File: config.mk
export PLATFORM = sky130hd
export DESIGN_NAME = sparse_row_tile_fusion_scheduler_core
export DESIGN_NICKNAME = d
export VERILOG_FILES = /design/src/design/srtfs_pkg.sv /design/src/design/sparse_row_tile_fusion_scheduler_core.sv
export SDC_FILE = /design/constraint.sdc
export NUM_CORES = 2
export LEC_CHECK = 0
export BUFFER_PORTS_ARGS = -buffer_cell sky130_fd_sc_hd__buf_2
export CAP_MARGIN = 10
export CORE_ASPECT_RATIO = 1.4
export CORE_MARGIN = 2
export CORE_UTILIZATION = 23
export CTS_CLUSTER_SIZE = 28
export DETAILED_ROUTE_END_ITERATION = 8
export PLACE_DENSITY = 0.37
export SLEW_MARGIN = 20
export SYNTH_ARGS = -nofsm -noshare
export SYNTH_HDL_FRONTEND = slang
export SYNTH_SLANG_ARGS = --single-unit
File: constraint.sdc
create_clock -name clk -period 120.3 [get_ports clk]
set_input_delay 0 -clock clk [delete_from_list [all_inputs] [get_ports clk]]
set_output_delay 0 -clock clk [all_outputs]
set_load 0.02 [all_outputs]
File: src/design/srtfs_pkg.sv
package srtfs_pkg;

  // register reset values
  localparam logic [16:0] TILE_ROWS_RESET = 17'd64;
  localparam logic [16:0] ROW_COUNT_RESET = 17'd65536;
  localparam int unsigned MAX_ROWS_DEFAULT = 65536;

  // largest schedule slot, tile end fields saturate here
  localparam logic [16:0] SLOT_MAX = 17'h1FFFF;

  // register codes, taken from paddr[2]
  localparam logic REG_TILE_ROWS = 1'b0;
  localparam logic REG_ROW_COUNT = 1'b1;

  // stream widths
  localparam int unsigned IN_DATA_W  = 16;
  localparam int unsigned OUT_DATA_W = 120;
  localparam int unsigned OUT_USER_W = 2;

  // one result, everything except the tile index
  typedef struct packed {
    logic [15:0] row_index;
    logic        is_fused;
    logic [16:0] slot;
    logic        tile_done;
    logic [16:0] tile_start_slot;
    logic [16:0] tile_fused_start;
    logic [16:0] tile_next_start;
    logic [16:0] unfused_total;
    logic        last_row;
  } res_t;

  // clamp a schedule position to the slot range
  function automatic logic [16:0] sat_slot(input logic [18:0] v);
    logic [16:0] r;
    if (v > {2'b00, SLOT_MAX}) begin
      r = SLOT_MAX;
    end else begin
      r = v[16:0];
    end
    return r;
  endfunction

endpackage

File: src/design/sparse_row_tile_fusion_scheduler_core.sv
// Sparse-row tile fusion scheduler.
// Input stream: one nonzero per transaction. s_tdata carries the column index,
// s_tuser the has-entry flag (0 for an empty row), s_tlast closes the row.
// Output stream: one transaction per closed row with its index, tile, fused
// flag and schedule slot; on the last row of a tile the tile's start, fused
// start and next start slots (zero otherwise); the running unfused count.
// m_tlast marks the final configured row. Rows past the configured count and
// items that neither carry an entry nor end a row give no output.
// Configuration: APB, tile_rows at 0x0, row_count at 0x4, written while idle.
// Throughput: one input transaction per cycle while the receiver takes results.
// The tile index is formed by the restoring divider stages behind the result
// register, one quotient bit per stage.
// When the receiver stalls the whole pipeline holds and s_tready falls, so
// nothing is lost. Reset clears all row and slot counters, empties the
// pipeline and restores tile_rows to 64 and row_count to 65536.
module sparse_row_tile_fusion_scheduler_core #(
  parameter int unsigned MAX_ROWS = srtfs_pkg::MAX_ROWS_DEFAULT
) (
  input  logic                                clk,
  input  logic                                rst,
  // input stream
  input  logic                                s_tvalid,
  output logic                                s_tready,
  input  logic [srtfs_pkg::IN_DATA_W-1:0]     s_tdata,  // column[15:0]
  input  logic                                s_tuser,  // has_entry
  input  logic                                s_tlast,  // row_end
  // output stream
  output logic                                m_tvalid,
  input  logic                                m_tready,
  // row_index[15:0], tile_index[31:16], slot[48:32], tile_start_slot[65:49],
  // tile_fused_start[82:66], tile_next_start[99:83], unfused_total[116:100]
  output logic [srtfs_pkg::OUT_DATA_W-1:0]    m_tdata,
  output logic [srtfs_pkg::OUT_USER_W-1:0]    m_tuser,  // is_fused[0], tile_done[1]
  output logic                                m_tlast,  // last_row
  // configuration
  input  logic                                psel,
  input  logic                                penable,
  input  logic                                pwrite,
  input  logic [2:0]                          paddr,
  input  logic [31:0]                         pwdata,
  output logic [31:0]                         prdata,
  output logic                                pready
);

  // rows never exceed the 17-bit row_count register
  localparam int unsigned EFF_ROWS = (MAX_ROWS < 131071) ? MAX_ROWS : 131071;
  localparam int unsigned RW       = $clog2(EFF_ROWS + 1);
  localparam logic [16:0] EFF_ROWS_V = 17'(EFF_ROWS);

  // configuration registers
  logic [16:0] tile_rows;
  logic [16:0] row_count;

  // scheduler state
  logic [RW-1:0] current_row;
  logic [RW-1:0] tile_first_row;
  logic          row_escapes_tile;
  logic [16:0]   fused_in_tile;
  logic [17:0]   tile_base_slot;
  logic [16:0]   unfused_seen;

  // divider pipeline, stage 0 is the result register
  logic              vld       [0:RW];
  srtfs_pkg::res_t   pay       [0:RW];
  logic [RW-1:0]     num       [0:RW];
  logic [16:0]       den       [0:RW];
  logic [16:0]       rem_q     [0:RW];
  logic [RW-1:0]     quot      [0:RW];

  logic        en;
  logic        accept;
  logic [15:0] column;
  logic        has_entry;
  logic        row_end;

  logic [16:0] rows;
  logic [16:0] tsize;
  logic        active;
  logic [17:0] tile_end_raw;
  logic [16:0] tile_end;
  logic [16:0] first_ext;
  logic [17:0] row_plus;
  logic        escape_now;
  logic        esc;
  logic        fused;
  logic [16:0] tile_len;
  logic [18:0] fused_start;
  logic [18:0] slot_fused;
  logic [18:0] next_start;
  logic        done;
  logic        last;
  logic        take;
  logic        emit;
  srtfs_pkg::res_t res;

  assign column    = s_tdata[15:0];
  assign has_entry = s_tuser;
  assign row_end   = s_tlast;

  // pipeline advances unless the output holds a result nobody takes
  assign en       = !vld[RW] || m_tready;
  assign s_tready = en;
  assign accept   = s_tvalid && en;

  // apb register file
  assign pready = 1'b1;

  always_comb begin
    case (paddr[2])
      srtfs_pkg::REG_TILE_ROWS: prdata = {15'd0, tile_rows};
      srtfs_pkg::REG_ROW_COUNT: prdata = {15'd0, row_count};
      default:                  prdata = 32'd0;
    endcase
  end

  always_ff @(posedge clk) begin
    if (rst) begin
      tile_rows <= srtfs_pkg::TILE_ROWS_RESET;
      row_count <= srtfs_pkg::ROW_COUNT_RESET;
    end else if (psel && penable && pwrite && pready) begin
      case (paddr[2])
        srtfs_pkg::REG_TILE_ROWS: tile_rows <= pwdata[16:0];
        srtfs_pkg::REG_ROW_COUNT: row_count <= pwdata[16:0];
        default: ;
      endcase
    end
  end

  // per-item row and tile evaluation
  always_comb begin
    rows         = (row_count < EFF_ROWS_V) ? row_count : EFF_ROWS_V;
    tsize        = (tile_rows == 17'd0) ? 17'd1 : tile_rows;
    first_ext    = 17'(tile_first_row);
    active       = 17'(current_row) < rows;
    tile_end_raw = {1'b0, first_ext} + {1'b0, tsize};
    tile_end     = (tile_end_raw > {1'b0, rows}) ? rows : tile_end_raw[16:0];
    escape_now   = has_entry &&
                   ({1'b0, column} < first_ext || {1'b0, column} >= tile_end);
    esc          = row_escapes_tile || escape_now;
    fused        = !esc;
    tile_len     = tile_end - first_ext;
    fused_start  = {1'b0, tile_base_slot} + {2'b00, tile_len};
    slot_fused   = fused_start + {2'b00, fused_in_tile};
    next_start   = slot_fused + {18'd0, fused};
    row_plus     = 18'(current_row) + 18'd1;
    done         = row_plus >= {1'b0, tile_end};
    last         = row_plus == {1'b0, rows};
    take         = accept && active;
    emit         = take && row_end;

    res.row_index        = 16'(current_row);
    res.is_fused         = fused;
    res.slot             = fused ? srtfs_pkg::sat_slot(slot_fused) : unfused_seen;
    res.tile_done        = done;
    res.tile_start_slot  = done ? srtfs_pkg::sat_slot({1'b0, tile_base_slot}) : 17'd0;
    res.tile_fused_start = done ? srtfs_pkg::sat_slot(fused_start) : 17'd0;
    res.tile_next_start  = done ? srtfs_pkg::sat_slot(next_start) : 17'd0;
    res.unfused_total    = unfused_seen + {16'd0, !fused};
    res.last_row         = last;
  end

  // scheduler state update
  always_ff @(posedge clk) begin
    if (rst) begin
      current_row      <= '0;
      tile_first_row   <= '0;
      row_escapes_tile <= 1'b0;
      fused_in_tile    <= '0;
      tile_base_slot   <= '0;
      unfused_seen     <= '0;
    end else if (take) begin
      if (!row_end) begin
        row_escapes_tile <= esc;
      end else begin
        row_escapes_tile <= 1'b0;
        current_row      <= RW'(row_plus);
        unfused_seen     <= unfused_seen + {16'd0, !fused};
        if (done) begin
          tile_base_slot <= next_start[17:0];
          tile_first_row <= RW'(row_plus);
          fused_in_tile  <= '0;
        end else begin
          fused_in_tile  <= fused_in_tile + {16'd0, fused};
        end
      end
    end
  end

  // result register, also loads the divider operands
  always_ff @(posedge clk) begin
    if (rst) begin
      vld[0] <= 1'b0;
    end else if (en) begin
      vld[0] <= emit;
    end
  end

  always_ff @(posedge clk) begin
    if (en) begin
      pay[0]   <= res;
      num[0]   <= tile_first_row;
      den[0]   <= tsize;
      rem_q[0] <= '0;
      quot[0]  <= '0;
    end
  end

  // restoring divider stages for the tile index, msb first
  for (genvar k = 0; k < RW; k++) begin : g_div
    logic [17:0]   trial;
    logic          ge;
    logic [16:0]   rem_next;
    logic [RW-1:0] quot_next;

    always_comb begin
      trial     = {rem_q[k], num[k][RW-1-k]};
      ge        = trial >= {1'b0, den[k]};
      rem_next  = ge ? 17'(trial - {1'b0, den[k]}) : trial[16:0];
      quot_next = quot[k];
      quot_next[RW-1-k] = ge;
    end

    always_ff @(posedge clk) begin
      if (rst) begin
        vld[k+1] <= 1'b0;
      end else if (en) begin
        vld[k+1] <= vld[k];
      end
    end

    always_ff @(posedge clk) begin
      if (en) begin
        pay[k+1]   <= pay[k];
        num[k+1]   <= num[k];
        den[k+1]   <= den[k];
        rem_q[k+1] <= rem_next;
        quot[k+1]  <= quot_next;
      end
    end
  end

  // output packing
  logic [15:0] tile_index;
  assign tile_index = 16'(quot[RW]);

  assign m_tvalid = vld[RW];
  assign m_tdata  = {3'd0,
                     pay[RW].unfused_total,
                     pay[RW].tile_next_start,
                     pay[RW].tile_fused_start,
                     pay[RW].tile_start_slot,
                     pay[RW].slot,
                     tile_index,
                     pay[RW].row_index};
  assign m_tuser  = {pay[RW].tile_done, pay[RW].is_fused};
  assign m_tlast  = pay[RW].last_row;

endmodule

* After elaboration in Yosys (flattened, before gate mapping)
Memory sizes are Yosys's and may differ from the RTL's. Cells that the tools add are included.
Operators by class: add/sub/neg operators 25, magnitude comparators 27, equal/unequal tests 1, muxes and demuxes 55, bitwise operators 19, reductions and logical operators 16
Operators with widths (number):
- $mux W17 | 29
- $ge A18 B17 Y1 | 18
- $sub A17 B17 Y17 | 18
- $pmux W32 S2 | 1
- $gt A19 B17 Y1 const B | 3
- $add A17 B1 Y17 | 2
- $mux W1 | 25
- $add A18 B17 Y19 | 1
- $add A19 B1 Y19 | 1
- $add A19 B17 Y19 | 1
- $add A17 B1 Y18 const B | 1
- $add A17 B17 Y18 | 1
- $eq A18 B17 Y1 | 1
- $gt A18 B17 Y1 | 1
- $gt A18 B17 Y1 const B | 1
- $or A1 B1 Y1 | 18
- $ge A16 B17 Y1 | 1
- $logic_not A17 Y1 | 1
- $lt A16 B17 Y1 | 1
- $lt A17 B17 Y1 | 1
- $lt A17 B17 Y1 const B | 1
- $logic_and A1 B1 Y1 | 6
- $reduce_and A2 Y1 | 3
- $logic_or A1 B1 Y1 | 3
- 3 further kinds | 4
Storage, ports and cells: register bits 121, RAM bits 3114, input bits 60, output and inout bits 158, memories kept 6
Memories:
- pay | words 18, width 104, read ports 18, clocked after Yosys merged registers in 0, wr ports 18, line sparse_row_tile_fusion_scheduler_core.sv:64 | srtfs_pkg::res_t pay [0:RW];
- den | words 18, width 17, read ports 17, clocked after Yosys merged registers in 0, wr ports 18, line sparse_row_tile_fusion_scheduler_core.sv:66 | logic [16:0] den [0:RW];
- num | words 18, width 17, read ports 17, clocked after Yosys merged registers in 0, wr ports 18, line sparse_row_tile_fusion_scheduler_core.sv:65 | logic [RW-1:0] num [0:RW];
- quot | words 18, width 17, read ports 18, clocked after Yosys merged registers in 0, wr ports 18, line sparse_row_tile_fusion_scheduler_core.sv:68 | logic [RW-1:0] quot [0:RW];
- rem_q | words 18, width 17, read ports 17, clocked after Yosys merged registers in 0, wr ports 18, line sparse_row_tile_fusion_scheduler_core.sv:67 | logic [16:0] rem_q [0:RW];
- vld | words 18, width 1, read ports 18, clocked after Yosys merged registers in 0, wr ports 18, line sparse_row_tile_fusion_scheduler_core.sv:63 | logic vld [0:RW];

* Depth between registers and ports, before layout
word-level depth 14, depth in mapped cells 55

* Worst setup path before layout
OpenSTA, ideal clock, no wires.
kind register to register, from memory vld[17][0] (netlist: vld[8][1]), to register tile_first_row[11] (netlist: first_ext[11]), arrival 56.941 ns, setup slack 63.223 ns, cell stages (with the launch flop) 12, buffers on the path 2, path through edfxtp_1 > nor2b_1 > inv_1 > nand3b_1 > a221o_1 > nor3b_1 > nand3_1 > a21oi_2 > or2_2 > buf_2 > buf_1 > o22ai_1
RTL lines:
- start: declaration | line sparse_row_tile_fusion_scheduler_core.sv:63
- end signal: assignment | line sparse_row_tile_fusion_scheduler_core.sv:180 | tile_first_row <= RW'(row_plus);
- end: declaration | line sparse_row_tile_fusion_scheduler_core.sv:56 | logic [RW-1:0] tile_first_row;

==> results.md <==
- Final Core Density: 0.2715
- Fmax: between 80 and 90 MHz
- Final Hold Fails: 0
- Final setup fails: 0
- Clock tree root driver cell: clkbuf_16
- Std-Cell Rows: 300
- Critical path's most frequent cell: ha_1
- Cts bufs inserted: between 300 and 400
- Drt wl/cell: 16.04 microns
- Port buffer count: around 180
- Post-layout net count: about 7,600
- Outcome: completed
- Clock buffer depth: 4
- Die Y: ~800 microns
- Ys async rst share: 0
- Crit. End Element: flip-flop
- Worst vdd ir: 0.01115 mV
- Total Routed Length: 218,800 microns
- Rel. slew slack: 0.1319
- CTS tree: built
- Tot GR Track Use: 0.08884
- Final worst path period need: about 12,000 ps
- Cell area after synthesis: 109,700 sq um
- Max Slew Vio Count: 0
- Slowest-stage cell, CP: o31ai_1
- Max-Cap Viols: 0
- Netlist cell types: 85
- Total gr overflow: 0
- Initial cell density of the core: 0.2305
- Delay-heaviest family, CP: compound AO/OA/AOI/OAI gates
- RSZ-0062 raised after global routing: no
- Final Skew: between 70 and 80 ps
- Final critical-path share of the clock period: 0.1029
- Synthesis-stage register bit count: about 2,900
- Remaining DRCs: 0
- Vias per inst: between 3 and 4
- Kind of critical path: reg -> reg
- Pwr dens: ~21 nW/um^2
- Area growth syn-to-layout: 17.80%
- Placer Congestion: approximately 0.84
- Die area: ~480,000 sq um
- Most common cell after layout, fill and taps aside: edfxtp_1
- EDFF count, synth: between 2,000 and 3,000
- Hold Buf Count CTS: between 60 and 70
- Iter 0 DRT Violations: approximately 2,800
- Skew-Pair Late Insertion Delay: a little under 1000 ps
- Dpl cells: roughly 13,000
- Share of cells above drive strength 1: 0.1250
- Setup repair bufs after CTS: 0
- Drt pass-1 iters: 5
- Dpl hpwl: between 100,000 and 150,000 microns
- Synthesized netlist cell count: ~6,500
- Antenna violations before repair: 11
- CP Data Arrival Time: approximately 13,000 ps
- Register area share after synthesis: 0.7720
- Pin count of the biggest net entering global routing: between 150 and 200
- CP required: approximately 120,000 ps
- Ys Warns: 0
- Crit start category: flip-flop
- HP Class: in -> reg
- Vias post-DR: approximately 52,000
- Worst-Margin Slew: 1302 ps
- CP max FO: 19
- Predominant post-synthesis flop cell: edfxtp_1
- Sink Count: 2,861
- Static Leakage: about 51 nW
- Final Instance Count excl. Fillers: 13,650
- Setup ws final: approximately 110,000 ps
- CTS H-tree lvls: 5
- Final ANT Viol Nets: 0
- CP max stage delay: 670 ps
- Clk pin slew, worst setup/hold paths: 60 ps
- I/O pins: about 220
- First-pass GRT wire length: roughly 340,000 microns
- Buf/Inv on CP: 4
- Die X: about 590 microns
- Most frequent cells in the layout: 2,740 x edfxtp_1, 472 x inv_1, 432 x ha_1
- Vias in the first global route: between 50,000 and 60,000
- Core box area: 476,000 sq um
- Syn_area_per_cell: 16.81 sq um
- Worst hold slack: around 160 ps
- Dpl ws: about 110,000 ps
- # resized after CTS: 0
- Setup_tns: 0 ps
[tightest hold or removal path, delay by kind of cell]
kind	cells	cell delay, ps
adder cells (fa/ha/maj)	1	150
AO/OA/AOI/OAI	3	250
buffers and inverters	2	370
[state kept, by name, summed over array words and instances, names as in the netlist]
| signal | cells |
|---|---|
| current_row | 17 |
| den | 289 |
| first_ext | 17 |
| fused_in_tile | 17 |
| num | 153 |
| pay | 1872 |
| quot | 136 |
| rem_q | 272 |
| row_count | 17 |
| row_escapes_tile | 1 |
| tile_base_slot | 18 |
| tile_rows | 17 |
| unfused_seen | 17 |
| vld | 18 |
[worst paths after layout]
kind	to	cells after the start	startpoint	slack (ps)
setup / recovery	pay[0][32]	48	tile_rows[1]	107920
hold / removal	pay[0][87]	6	s_tdata[15]	160
setup reg to reg	pay[0][32]	48	tile_rows[1]	107920
hold reg to reg	pay[16][68]	0	pay[15][68]	370
[where the power goes]
group / leakage [nW] / switching, mW / total, mW / internal (mW)
logic: 12.2 / 0.269 / 0.485 / 0.216
clock network: 4.82 / 0.397 / 0.932 / 0.534
registers: 33.8 / 0.0405 / 1.26 / 1.22
total: 50.7 / 0.707 / 2.68 / 1.97
[cell families (layout without fill, tap and decap cells)]
family          Yosys count  in the layout  synth area share
flops                  2861           2861            0.7720
compound gates          928            928           0.05420
buf+inv                 595           1339           0.02149
simple gates           1142           1142           0.05122
other cells               2             34        0.00006845
fa+ha+maj               451            451           0.05273
mux                     187            187           0.01944
xor+xnor                361            361           0.02882
[metrics by stage]
| step | cell area, sq um | power (mW) |
|---|---|---|
| floorplan | 109800 | 1.631 |
| global placement | 118600 | 1.765 |
| detailed placement | 118700 | 1.770 |
| CTS | 129200 | 2.733 |
| global route | 129200 | 2.828 |
| finish | 129200 | 2.676 |
[final cells by class]
cell class,count,area (sq um)
fill,47950,346700
clock buffer,380,8128
clock inverter,176,1779
multi-input combinational,3088,22790
antenna,15,37.54
sequential,2861,84700
inverter,473,1783
timing repair buffer,310,2095
tap,6342,7935
[synthesized netlist by cell type (all sizes together), types with 28 or more instances]
cell type,count,share of area
clkbuf,83,0.0028
a31oi,36,0.0022
or3,32,0.0018
nand3,73,0.0034
mux2i,30,0.0029
nor2b,73,0.0042
a21o,109,0.0075
a21oi,281,0.013
inv,473,0.016
o21a,33,0.0023
buf,39,0.0025
dfxtp,121,0.022
and3,44,0.0025
edfxtp,2740,0.75
mux2,157,0.017
or2,32,0.0018
nand2b,61,0.0035
ha,432,0.049
nor2,254,0.0087
o21ai,227,0.011
nand2,327,0.011
and2,30,0.0017
xor2,152,0.012
nor3,72,0.0033
o31ai,28,0.0020
xnor2,209,0.017
nor4,37,0.0022
a211oi,40,0.0032
nand4,59,0.0034
[layer usage]
metal,vias to the layer above,GRT usage,wire length [microns]
met3,455,0.01632,8174
met5,-,0,0
met4,0,0.04779,11850
met1,25510,0.09344,82460
met2,864,0.1661,116300
li1,25530,-,-
Note: power is estimated with default switching activity, not from simulation.
